`config.mk`:
```
export PLATFORM = sky130hd
export DESIGN_NAME = calendar_date_time_converter
export DESIGN_NICKNAME = d
export VERILOG_FILES = /design/src/sv/cdtc_pkg.sv /design/src/sv/calendar_date_time_converter.sv
export VERILOG_INCLUDE_DIRS = /design/src /design/src/sv
export SDC_FILE = /design/constraint.sdc
export NUM_CORES = 2
export LEC_CHECK = 0
export BUFFER_PORTS_ARGS = -buffer_cell sky130_fd_sc_hd__clkbuf_2
export CAP_MARGIN = 10
export CORE_MARGIN = 1
export CORE_UTILIZATION = 50
export CTS_CLUSTER_DIAMETER = 50
export DETAILED_ROUTE_END_ITERATION = 10
export PLACE_DENSITY = 0.66
export SKIP_LAST_GASP = 1
export SYNTH_ARGS = -nofsm -noshare
export SYNTH_HDL_FRONTEND = slang
export SYNTH_SLANG_ARGS = --single-unit
```
`constraint.sdc`:
```
create_clock -name clk -period 16.1 [get_ports clk]
set_input_delay 3.22 -clock clk [delete_from_list [all_inputs] [get_ports clk]]
set_output_delay 3.22 -clock clk [all_outputs]
set_load 0.02 [all_outputs]
```
`src/sv/assert_macros.svh`:
```
// ----------------------------------------------------------------------------
// assertion macros
// shared concurrent assertion forms, clocked on clk
// ----------------------------------------------------------------------------
`ifndef ASSERT_MACROS_SVH
`define ASSERT_MACROS_SVH

// checked only while out of reset
`define ASSERT_RST(lbl, prop, msg) \
	lbl: assert property (@(posedge clk) disable iff (!arst_n) prop) else $error(msg);

// checked at every edge, reset included
`define ASSERT_ALWAYS(lbl, prop, msg) \
	lbl: assert property (@(posedge clk) prop) else $error(msg);

`endif

```
`src/sv/cdtc_pkg.sv`:
```
// ----------------------------------------------------------------------------
// cdtc_pkg
// operation codes, constants and month tables of the calendar converter
// ----------------------------------------------------------------------------
package cdtc_pkg;

	typedef enum logic [2:0] {
		OP_VALIDATE  = 3'd0,
		OP_JULIAN    = 3'd1,
		OP_TO_DOY    = 3'd2,
		OP_FROM_DOY  = 3'd3,
		OP_TO_MSOD   = 3'd4,
		OP_FROM_MSOD = 3'd5
	} op_t;

	localparam logic [26:0] MS_PER_HOUR = 27'd3600000;
	localparam logic [26:0] MS_PER_MIN  = 27'd60000;
	localparam logic [26:0] MS_MAX_DAY  = 27'd86401000;
	localparam logic [15:0] MS_MAX_SEC  = 16'd61000;
	localparam logic [4:0]  HOUR_MAX    = 5'd23;
	localparam logic [5:0]  MIN_MAX     = 6'd59;
	localparam logic [8:0]  DOY_MAX     = 9'd366;
	localparam logic [3:0]  MONTH_MAX   = 4'd12;

	// julian day terms
	localparam logic [14:0] JD_YEAR_OFS  = 15'd4800;
	localparam logic [14:0] JD_CENT_OFS  = 15'd4900;
	localparam logic [10:0] JD_YEAR_MUL  = 11'd1461;
	localparam logic [24:0] JD_OFFSET    = 25'd32075;

	// divide by 100 through a reciprocal, exact below 43690
	localparam logic [12:0] DIV100_MUL   = 13'd5243;
	localparam int          DIV100_SHIFT = 19;
	localparam logic [6:0]  HUNDRED      = 7'd100;

	// reciprocals for hour and minute split, exact over 27-bit inputs
	localparam int HOUR_SHIFT = 50;
	localparam int MIN_SHIFT  = 44;
	localparam longint unsigned HOUR_RECIP_L =
		((64'd1 << HOUR_SHIFT) + 64'd3599999) / 64'd3600000;
	localparam longint unsigned MIN_RECIP_L =
		((64'd1 << MIN_SHIFT) + 64'd59999) / 64'd60000;
	localparam logic [28:0] HOUR_RECIP = HOUR_RECIP_L[28:0];
	localparam logic [28:0] MIN_RECIP  = MIN_RECIP_L[28:0];

	// days before month idx+1 (idx 0 is january)
	function automatic logic [8:0] days_before(input logic leap, input logic [3:0] idx);
		logic [8:0] base;
		unique case (idx)
			4'd0:    base = 9'd0;
			4'd1:    base = 9'd31;
			4'd2:    base = 9'd59;
			4'd3:    base = 9'd90;
			4'd4:    base = 9'd120;
			4'd5:    base = 9'd151;
			4'd6:    base = 9'd181;
			4'd7:    base = 9'd212;
			4'd8:    base = 9'd243;
			4'd9:    base = 9'd273;
			4'd10:   base = 9'd304;
			4'd11:   base = 9'd334;
			default: base = 9'd0;
		endcase
		return base + 9'((leap && idx >= 4'd2 && idx <= 4'd11) ? 1 : 0);
	endfunction

	// days in month idx+1
	function automatic logic [4:0] days_in(input logic leap, input logic [3:0] idx);
		logic [4:0] n;
		unique case (idx)
			4'd0, 4'd2, 4'd4, 4'd6, 4'd7, 4'd9, 4'd11: n = 5'd31;
			4'd3, 4'd5, 4'd8, 4'd10:                    n = 5'd30;
			4'd1:    n = leap ? 5'd29 : 5'd28;
			default: n = 5'd0;
		endcase
		return n;
	endfunction

	// (367 * (m - 2 - 12 * l)) / 12 for every month code
	function automatic logic [8:0] month_term(input logic [3:0] m);
		logic [8:0] t;
		unique case (m)
			4'd0:  t = 9'd305;
			4'd1:  t = 9'd336;
			4'd2:  t = 9'd367;
			4'd3:  t = 9'd30;
			4'd4:  t = 9'd61;
			4'd5:  t = 9'd91;
			4'd6:  t = 9'd122;
			4'd7:  t = 9'd152;
			4'd8:  t = 9'd183;
			4'd9:  t = 9'd214;
			4'd10: t = 9'd244;
			4'd11: t = 9'd275;
			4'd12: t = 9'd305;
			4'd13: t = 9'd336;
			4'd14: t = 9'd367;
			4'd15: t = 9'd397;
			default: t = 9'd0;
		endcase
		return t;
	endfunction

endpackage

```
`src/sv/calendar_date_time_converter.sv`:
```
// ----------------------------------------------------------------------------
// calendar_date_time_converter: gregorian date and time conversion pipeline
// path: an input beat passes stages s1, s2, s3 and s4 in order, the output register included
// throughput: one beat per cycle while m_axis_tready holds, set by the four register stages feeding each other
// reset: arst_n low clears all stage valid bits at once, payload registers keep no reset
// ----------------------------------------------------------------------------
`include "assert_macros.svh"

module calendar_date_time_converter (
	input  logic         clk,
	input  logic         arst_n,
	// input stream
	input  logic         s_axis_tvalid,
	output logic         s_axis_tready,
	// year[13:0] month[17:14] day[22:18] hour[27:23] minute[33:28]
	// second_ms[49:34] day_of_year[58:50] seconds_of_day_ms[85:59] zero[87:86]
	input  logic [87:0]  s_axis_tdata,
	// operation[2:0]
	input  logic [2:0]   s_axis_tuser,
	// output stream
	output logic         m_axis_tvalid,
	input  logic         m_axis_tready,
	// valid_res[0] julian_day[23:1] day_of_year_out[32:24] month_out[36:33]
	// day_out[45:37] hour_out[50:46] minute_out[56:51] second_ms_out[72:57]
	// seconds_of_day_out[99:73] zero[103:100]
	output logic [103:0] m_axis_tdata,
	// range_error[0]
	output logic [0:0]   m_axis_tuser
);

	// stage split:
	//   s1  reciprocal multiplies (year/100, ms/hour), julian year term prep, ms products
	//   s2  leap year, julian products, hour clamp and remainder, ms sum, range checks
	//   s3  julian sum, month tables, day of year search, ms/minute multiply
	//   s4  minute clamp and seconds remainder, field gating by operation (output reg)

	// ------------------------------------------------------------------
	// stage handshake: each stage takes a beat when empty or draining
	// ------------------------------------------------------------------
	logic v_s1, v_s2, v_s3, v_s4;
	logic rdy1, rdy2, rdy3, rdy4;

	assign rdy4 = !v_s4 || m_axis_tready;
	assign rdy3 = !v_s3 || rdy4;
	assign rdy2 = !v_s2 || rdy3;
	assign rdy1 = !v_s1 || rdy2;

	assign s_axis_tready = rdy1;
	assign m_axis_tvalid = v_s4;

	always_ff @(posedge clk or negedge arst_n) begin
		if (!arst_n) begin
			v_s1 <= 1'b0;
			v_s2 <= 1'b0;
			v_s3 <= 1'b0;
			v_s4 <= 1'b0;
		end else begin
			if (rdy1) v_s1 <= s_axis_tvalid;
			if (rdy2) v_s2 <= v_s1;
			if (rdy3) v_s3 <= v_s2;
			if (rdy4) v_s4 <= v_s3;
		end
	end

	// ------------------------------------------------------------------
	// input unpack
	// ------------------------------------------------------------------
	logic [2:0]  in_op;
	logic [13:0] in_year;
	logic [3:0]  in_month;
	logic [4:0]  in_day;
	logic [4:0]  in_hour;
	logic [5:0]  in_minute;
	logic [15:0] in_sms;
	logic [8:0]  in_doy;
	logic [26:0] in_sod;

	assign in_op     = s_axis_tuser;
	assign in_year   = s_axis_tdata[13:0];
	assign in_month  = s_axis_tdata[17:14];
	assign in_day    = s_axis_tdata[22:18];
	assign in_hour   = s_axis_tdata[27:23];
	assign in_minute = s_axis_tdata[33:28];
	assign in_sms    = s_axis_tdata[49:34];
	assign in_doy    = s_axis_tdata[58:50];
	assign in_sod    = s_axis_tdata[85:59];

	// ------------------------------------------------------------------
	// stage 1
	// ------------------------------------------------------------------
	logic        l_neg;          // fliegel term l is -1 for january, february and month 0
	logic [14:0] yl_c, y49_c;
	logic [26:0] qy_prod, q49_prod;
	logic [55:0] h_prod;

	assign l_neg    = (in_month <= 4'd2);
	assign yl_c     = 15'(in_year) + cdtc_pkg::JD_YEAR_OFS - 15'(l_neg);
	assign y49_c    = 15'(in_year) + cdtc_pkg::JD_CENT_OFS - 15'(l_neg);
	assign qy_prod  = 27'(in_year) * 27'(cdtc_pkg::DIV100_MUL);
	assign q49_prod = 27'(y49_c) * 27'(cdtc_pkg::DIV100_MUL);
	assign h_prod   = 56'(in_sod) * 56'(cdtc_pkg::HOUR_RECIP);

	logic [2:0]  op_s1;
	logic [13:0] year_s1;
	logic [3:0]  month_s1;
	logic [4:0]  day_s1;
	logic [4:0]  hour_s1;
	logic [5:0]  minute_s1;
	logic [15:0] sms_s1;
	logic [8:0]  doy_s1;
	logic [26:0] sod_s1;
	logic [14:0] yl_s1;
	logic [7:0]  qy_s1, q49_s1;
	logic [8:0]  mterm_s1;
	logic [5:0]  hest_s1;
	logic [26:0] msh_s1;
	logic [21:0] msm_s1;

	always_ff @(posedge clk) begin
		if (rdy1 && s_axis_tvalid) begin
			op_s1     <= in_op;
			year_s1   <= in_year;
			month_s1  <= in_month;
			day_s1    <= in_day;
			hour_s1   <= in_hour;
			minute_s1 <= in_minute;
			sms_s1    <= in_sms;
			doy_s1    <= in_doy;
			sod_s1    <= in_sod;
			yl_s1     <= yl_c;
			qy_s1     <= qy_prod[cdtc_pkg::DIV100_SHIFT +: 8];
			q49_s1    <= q49_prod[cdtc_pkg::DIV100_SHIFT +: 8];
			mterm_s1  <= cdtc_pkg::month_term(in_month);
			hest_s1   <= h_prod[cdtc_pkg::HOUR_SHIFT +: 6];
			msh_s1    <= 27'(in_hour) * cdtc_pkg::MS_PER_HOUR;
			msm_s1    <= 22'(in_minute) * 22'(cdtc_pkg::MS_PER_MIN);
		end
	end

	// ------------------------------------------------------------------
	// stage 2
	// ------------------------------------------------------------------
	logic [13:0] r100_c;
	logic        leap_c;
	logic [25:0] a_prod;
	logic [9:0]  c_prod;
	logic [4:0]  h_clamp_c;

	assign r100_c    = year_s1 - 14'(qy_s1 * 14'(cdtc_pkg::HUNDRED));
	// divisible by 4, and not a century unless divisible by 400
	assign leap_c    = (year_s1[1:0] == 2'd0) && ((r100_c != 14'd0) || (qy_s1[1:0] == 2'd0));
	assign a_prod    = 26'(yl_s1) * 26'(cdtc_pkg::JD_YEAR_MUL);
	assign c_prod    = 10'(q49_s1) * 10'd3;
	assign h_clamp_c = (hest_s1 > 6'(cdtc_pkg::HOUR_MAX)) ? cdtc_pkg::HOUR_MAX : hest_s1[4:0];

	logic [2:0]  op_s2;
	logic [3:0]  month_s2;
	logic [4:0]  day_s2;
	logic [8:0]  doy_s2;
	logic        leap_s2;
	logic [23:0] a_s2;
	logic [7:0]  c_s2;
	logic [8:0]  mterm_s2;
	logic        time_ok_s2, ms_err_s2, sod_err_s2;
	logic [4:0]  hour_s2;
	logic [26:0] rem_s2;
	logic [26:0] msod_s2;

	always_ff @(posedge clk) begin
		if (rdy2 && v_s1) begin
			op_s2      <= op_s1;
			month_s2   <= month_s1;
			day_s2     <= day_s1;
			doy_s2     <= doy_s1;
			leap_s2    <= leap_c;
			a_s2       <= a_prod[25:2];
			c_s2       <= c_prod[9:2];
			mterm_s2   <= mterm_s1;
			time_ok_s2 <= (hour_s1 <= cdtc_pkg::HOUR_MAX) && (minute_s1 <= cdtc_pkg::MIN_MAX)
				&& (sms_s1 < cdtc_pkg::MS_MAX_SEC);
			ms_err_s2  <= (hour_s1 > cdtc_pkg::HOUR_MAX) || (minute_s1 > cdtc_pkg::MIN_MAX)
				|| (sms_s1 > cdtc_pkg::MS_MAX_SEC);
			sod_err_s2 <= (sod_s1 > cdtc_pkg::MS_MAX_DAY);
			hour_s2    <= h_clamp_c;
			rem_s2     <= sod_s1 - 27'(27'(h_clamp_c) * cdtc_pkg::MS_PER_HOUR);
			msod_s2    <= msh_s1 + 27'(msm_s1) + 27'(sms_s1);
		end
	end

	// ------------------------------------------------------------------
	// stage 3
	// ------------------------------------------------------------------
	logic [24:0] jd_sum;
	logic [3:0]  mon_idx;
	logic        mon_bad;
	logic [3:0]  doy_cnt;
	logic [3:0]  doy_month;
	logic [55:0] m_prod;

	assign jd_sum  = 25'(day_s2) + 25'(a_s2) + 25'(mterm_s2) - 25'(c_s2) - cdtc_pkg::JD_OFFSET;
	assign mon_idx = month_s2 - 4'd1;
	assign mon_bad = (month_s2 == 4'd0) || (month_s2 > cdtc_pkg::MONTH_MAX);
	assign m_prod  = 56'(rem_s2) * 56'(cdtc_pkg::MIN_RECIP);

	// month search: count month starts that lie below the day of year
	always_comb begin
		doy_cnt = 4'd0;
		for (int j = 1; j < 12; j++) begin
			if (doy_s2 > cdtc_pkg::days_before(leap_s2, 4'(j)))
				doy_cnt = doy_cnt + 4'd1;
		end
		doy_month = doy_cnt + 4'd1;
	end

	logic [2:0]  op_s3;
	logic [22:0] jd_s3;
	logic        valid_s3;
	logic        doy_err_s3;
	logic [8:0]  doy_out_s3;
	logic        fdoy_err_s3;
	logic [3:0]  month_out_s3;
	logic [8:0]  day_out_s3;
	logic        ms_err_s3, sod_err_s3;
	logic [26:0] msod_s3;
	logic [4:0]  hour_s3;
	logic [26:0] rem_s3;
	logic [11:0] mest_s3;

	always_ff @(posedge clk) begin
		if (rdy3 && v_s2) begin
			op_s3        <= op_s2;
			jd_s3        <= jd_sum[22:0];
			valid_s3     <= !mon_bad && (day_s2 != 5'd0)
				&& (day_s2 <= cdtc_pkg::days_in(leap_s2, mon_idx)) && time_ok_s2;
			doy_err_s3   <= mon_bad;
			doy_out_s3   <= cdtc_pkg::days_before(leap_s2, mon_idx) + 9'(day_s2);
			fdoy_err_s3  <= (doy_s2 > cdtc_pkg::DOY_MAX);
			month_out_s3 <= doy_month;
			day_out_s3   <= doy_s2 - cdtc_pkg::days_before(leap_s2, doy_cnt);
			ms_err_s3    <= ms_err_s2;
			sod_err_s3   <= sod_err_s2;
			msod_s3      <= msod_s2;
			hour_s3      <= hour_s2;
			rem_s3       <= rem_s2;
			mest_s3      <= m_prod[cdtc_pkg::MIN_SHIFT +: 12];
		end
	end

	// ------------------------------------------------------------------
	// stage 4: output register, fields not owned by the operation are zero
	// ------------------------------------------------------------------
	logic [5:0]  m_clamp_c;
	logic [26:0] sec_c;

	assign m_clamp_c = (mest_s3 > 12'(cdtc_pkg::MIN_MAX)) ? cdtc_pkg::MIN_MAX : mest_s3[5:0];
	assign sec_c     = rem_s3 - 27'(27'(m_clamp_c) * cdtc_pkg::MS_PER_MIN);

	logic        valid_res_c, range_error_c;
	logic [22:0] jd_c;
	logic [8:0]  doy_out_c;
	logic [3:0]  month_out_c;
	logic [8:0]  day_out_c;
	logic [4:0]  hour_out_c;
	logic [5:0]  minute_out_c;
	logic [15:0] sec_out_c;
	logic [26:0] msod_out_c;

	always_comb begin
		valid_res_c   = 1'b0;
		range_error_c = 1'b0;
		jd_c          = '0;
		doy_out_c     = '0;
		month_out_c   = '0;
		day_out_c     = '0;
		hour_out_c    = '0;
		minute_out_c  = '0;
		sec_out_c     = '0;
		msod_out_c    = '0;
		unique case (op_s3)
			cdtc_pkg::OP_VALIDATE: begin
				valid_res_c = valid_s3;
			end
			cdtc_pkg::OP_JULIAN: begin
				jd_c = jd_s3;
			end
			cdtc_pkg::OP_TO_DOY: begin
				range_error_c = doy_err_s3;
				if (!doy_err_s3) doy_out_c = doy_out_s3;
			end
			cdtc_pkg::OP_FROM_DOY: begin
				range_error_c = fdoy_err_s3;
				if (!fdoy_err_s3) begin
					month_out_c = month_out_s3;
					day_out_c   = day_out_s3;
				end
			end
			cdtc_pkg::OP_TO_MSOD: begin
				range_error_c = ms_err_s3;
				if (!ms_err_s3) msod_out_c = msod_s3;
			end
			cdtc_pkg::OP_FROM_MSOD: begin
				range_error_c = sod_err_s3;
				if (!sod_err_s3) begin
					hour_out_c   = hour_s3;
					minute_out_c = m_clamp_c;
					sec_out_c    = sec_c[15:0];
				end
			end
			default: begin
				// undefined operation codes leave every field zero
			end
		endcase
	end

	logic [2:0]  op_s4;
	logic        valid_res_s4, range_error_s4;
	logic [22:0] jd_s4;
	logic [8:0]  doy_out_s4;
	logic [3:0]  month_out_s4;
	logic [8:0]  day_out_s4;
	logic [4:0]  hour_out_s4;
	logic [5:0]  minute_out_s4;
	logic [15:0] sec_out_s4;
	logic [26:0] msod_out_s4;

	always_ff @(posedge clk) begin
		if (rdy4 && v_s3) begin
			op_s4          <= op_s3;
			valid_res_s4   <= valid_res_c;
			range_error_s4 <= range_error_c;
			jd_s4          <= jd_c;
			doy_out_s4     <= doy_out_c;
			month_out_s4   <= month_out_c;
			day_out_s4     <= day_out_c;
			hour_out_s4    <= hour_out_c;
			minute_out_s4  <= minute_out_c;
			sec_out_s4     <= sec_out_c;
			msod_out_s4    <= msod_out_c;
		end
	end

	assign m_axis_tdata = {4'd0, msod_out_s4, sec_out_s4, minute_out_s4, hour_out_s4,
		day_out_s4, month_out_s4, doy_out_s4, jd_s4, valid_res_s4};
	assign m_axis_tuser = range_error_s4;

	// ------------------------------------------------------------------
	// assertions
	// ------------------------------------------------------------------
	logic all_full, split_beat, split_ok, undef_beat, out_zero;

	assign all_full   = v_s1 && v_s2 && v_s3 && v_s4;
	assign split_beat = v_s4 && (op_s4 == cdtc_pkg::OP_FROM_MSOD) && !range_error_s4;
	assign split_ok   = (hour_out_s4 <= cdtc_pkg::HOUR_MAX) && (minute_out_s4 <= cdtc_pkg::MIN_MAX)
		&& (sec_out_s4 <= cdtc_pkg::MS_MAX_SEC);
	assign undef_beat = arst_n && v_s4 && (op_s4 > 3'(cdtc_pkg::OP_FROM_MSOD));
	assign out_zero   = (m_axis_tdata == '0) && !m_axis_tuser[0];

	// input stalls only when every stage holds a beat
	`ASSERT_RST(a_stall_full, !s_axis_tready |-> all_full, "stall with a free stage")
	// validate never reports a range error, and only validate sets valid_res
	`ASSERT_RST(a_flag_excl, m_axis_tvalid |-> !(m_axis_tuser[0] & m_axis_tdata[0]), "flags both set")
	// split of ms of day stays within the clamped limits
	`ASSERT_RST(a_split_rng, split_beat |-> split_ok, "ms of day split out of range")
	// undefined operations give an all-zero beat
	`ASSERT_ALWAYS(a_undef_zero, undef_beat |-> out_zero, "undefined operation gave data")

endmodule

```
==> reports/metrics.yaml <==
timing:
  skew_ps: 42.4
  relSlewSlack: 0.184
  fmax_mhz: 89.8
  final_max_slew_viol_count: 0
  tightest_slew_ps: 1220
  min_period_over_period: 0.692
  hold_viol: 0
  min_period_ps: 11140
  tns_ps: 0
  rsz0062_at_grt: "false"
  setup_violations: 0
floorplanning:
  die_y_microns: 356
  io_pins: 202
  die_x_microns: 356
  die-area_sq_um: 127000
  rows: 129
  start_util: 0.505
  core_sq_um: 124000
setup_path:
  criticalPathCategory: "in2reg"
  cp-end-kind: "register"
  critical_path_required_ps: 16470
  cp_slowest_cell: "xnor2_1"
  cp_num_buf_inv: 7
  slowest_delay_ps: 760
  rr_startpoint: "leap_s2$_DFFE_PP_"
  r2r-end: "day_out_s3[8]$_DFFE_PP_"
  cp_num_cells: 33
  reg2reg_depth: 43
  crit_path_start_kind: "input port"
  worstPathArrival_ps: 11510
  cpMostUsedCell: "inv_1"
  cp_max_fo: 7
  rrSetupSlack_ps: 5460
  cpLargestDelayFamily: "adder cells"
global_route:
  grt_max_degree: 159
  grt_pass1_wl_microns: 215000
  grt_pass1_vias: 40802
  antenna_found_initial: 13
  track_usage: 0.219
  grt_overflow: 0
routing:
  finalWirelength_microns: 132000
  drc: 18
  firstDrtPassIters: 8
  top_layer_used: "met5"
  viasPerCell: 5.11
  ant_nets: 0
  drt-initial-drc-count: 1867
  routedWlPerCell_microns: 17.7
  wl_met1_microns: 58700
  met2_length_microns: 60900
  met3_length_microns: 8670
  vias: 38047
layout:
  multi_input_area_sq_um: 41800
  regArea_sq_um: 15300
  drive_above_1_share: 0.0637
  mostFrequentLayoutCells: "inv_1 (1423), ha_1 (1217), fa_1 (847), edfxtp_1 (505), clkbuf_2 (195)"
  finalNetCount: 7915
  final_common_cell: "inv_1"
  fin_cells: 7448
  fill_cells: 10634
  syn2layout_area_growth_pct: 8.39
  design_area_sq_um: 67800
placement:
  post_dp_cell_area_sq_um: 65600
  port_buffers: 195
  dp_hpwl_microns: 112000
  globalplace.congestion: 0.947
  place_inst: 7322
clock_network:
  clk_transition_reported_paths_ps: 60
  holdBufCountCts: 0
  cts_root_buffer: "clkbuf_16"
  post-cts-setup-buffers: 0
  htreeDepth: 3
  cts-resized-gates: 0
  cts.sinks: 509
  cts_buffers: 67
  clockBufferDepth: 3
  cts_tree: "done"
  clk_latency_ps: 660
synthesis:
  synth_cell_types: 93
  avgSynthCellArea_sq_um: 11.4
  yosys.area.top_type: "fa_1"
  synth-edff-count: 505
  netlist_instances: 5505
  synth_warnings: 0
  synth_area_sq_um: 62600
  synth.area.top_cells: "fa_1 (27%), ha_1 (24%), edfxtp_1 (24%)"
  synth_top_area_share: 0.271
  ys_seq_elements: 509
  synthArstFlopShare: 0.00786
  ys.flop_type: "edfxtp_1"
  seq_area_frac_synth: 0.244
worst_hold_path:
  hold_start: "month_s1[1]$_DFFE_PP_"
  hold_class: "reg2reg"
  holdPathEnd: "month_s2[1]$_DFFE_PP_"
  whs_path_depth: 0
run:
  cap_violations: 0
outcome:
  outcome: "finished with violations"
  violations: "DRC"
cell families (layout without fill, tap and decap cells):
group / after synthesis / after routing / share of synthesized area
XOR/XNOR: 245 / 245 / 0.0357
buffers and inverters: 1453 / 1755 / 0.0880
multiplexers: 11 / 11 / 0.00228
other: 1 / 5 / 0.0000599
AND/OR/NAND/NOR: 614 / 614 / 0.0512
adder cells (fa/ha/maj): 2064 / 2064 / 0.514
flip-flops: 509 / 509 / 0.244
AO/OA/AOI/OAI: 608 / 608 / 0.0645
worst register-to-register path: cells and delay by family, from the launching register on:
kind | cells | cell delay (ps)
AO/OA/AOI/OAI | 13 | 2500
XOR/XNOR | 4 | 1060
adder cells (fa/ha/maj) | 12 | 3920
buffers and inverters | 2 | 210
flip-flops | 1 | 530
multiplexers | 2 | 580
AND/OR/NAND/NOR | 10 | 1600
cell type report:
class / count / share of cell area
multi-input cells: 3546 / 0.617
inverters: 1426 / 0.0791
repair buffers: 206 / 0.0158
clock buffers: 73 / 0.0251
flip-flops and latches: 509 / 0.225
well taps: 1637 / 0.0302
diodes: 1 / 0.0000369
clock inverters: 50 / 0.00777
routing by layer:
metal	vias up	global-route usage
met5	-	0
met4	20	0.0611
met3	206	0.0521
met2	780	0.357
met1	18568	0.291
li1	18473	-
synthesized netlist by cell type (7+ instances only):
library cell / instances
edfxtp_1: 505
nor4_1: 12
o2111ai_1: 7
and3_1: 17
nor2b_1: 44
xnor2_1: 176
nor3b_1: 7
or2_2: 17
a21oi_1: 182
o21a_1: 41
or3_1: 9
o21ai_0: 89
a211oi_1: 18
nand2_1: 97
nand4_1: 23
nor2_1: 140
clkbuf_1: 18
a21boi_0: 14
a31oi_1: 14
fa_1: 847
xor2_1: 59
o31ai_1: 11
a21o_1: 78
nand3_1: 37
nand2b_1: 36
o31a_1: 8
ha_1: 1217
o41ai_1: 8
nor3_1: 57
o21bai_1: 50
o211ai_1: 16
a211o_1: 9
and2_1: 94
inv_1: 1423
metrics by stage:
stage          setup WS (ps)  hold slack (ps)  utilization
5_1_grt                 4340              404        0.547
4_1_cts                 5060              386        0.547
3_5_place_dp            4380              405        0.529
3_3_place_gp            4500              402        0.529
6_report                4960              389        0.547
2_1_floorplan           5610              400            -
how the worst max path moves through the flow:
stage,slack [ps],startpoint,endpoint
after global placement,4500,s_axis_tdata[14],q49_s1[6]$_DFFE_PP_
after floorplan,5610,s_axis_tdata[17],q49_s1[6]$_DFFE_PP_
final,4960,s_axis_tdata[14],q49_s1[6]$_DFFE_PP_
after global routing,4340,s_axis_tdata[14],q49_s1[6]$_DFFE_PP_
after detailed placement,4380,s_axis_tdata[14],q49_s1[6]$_DFFE_PP_
after CTS,5060,s_axis_tdata[14],q49_s1[6]$_DFFE_PP_
flip-flops by register name (all words and copies together) (netlist names), 12 cells and up:
signal / flops
sod_s1: 27
mest_s3: 12
jd_s3: 23
rem_s3: 16
sec_out_s4: 16
msod_out_s4: 27
msh_s1: 18
jd_s4: 23
msm_s1: 16
sms_s1: 16
yl_s1: 15
msod_s3: 27
msod_s2: 27
rem_s2: 27
year_s1: 14
a_s2: 23
Power is left out: the tool's default activity adds up to more than one toggle a clock period on the data nets, which glitch-free logic cannot reach.
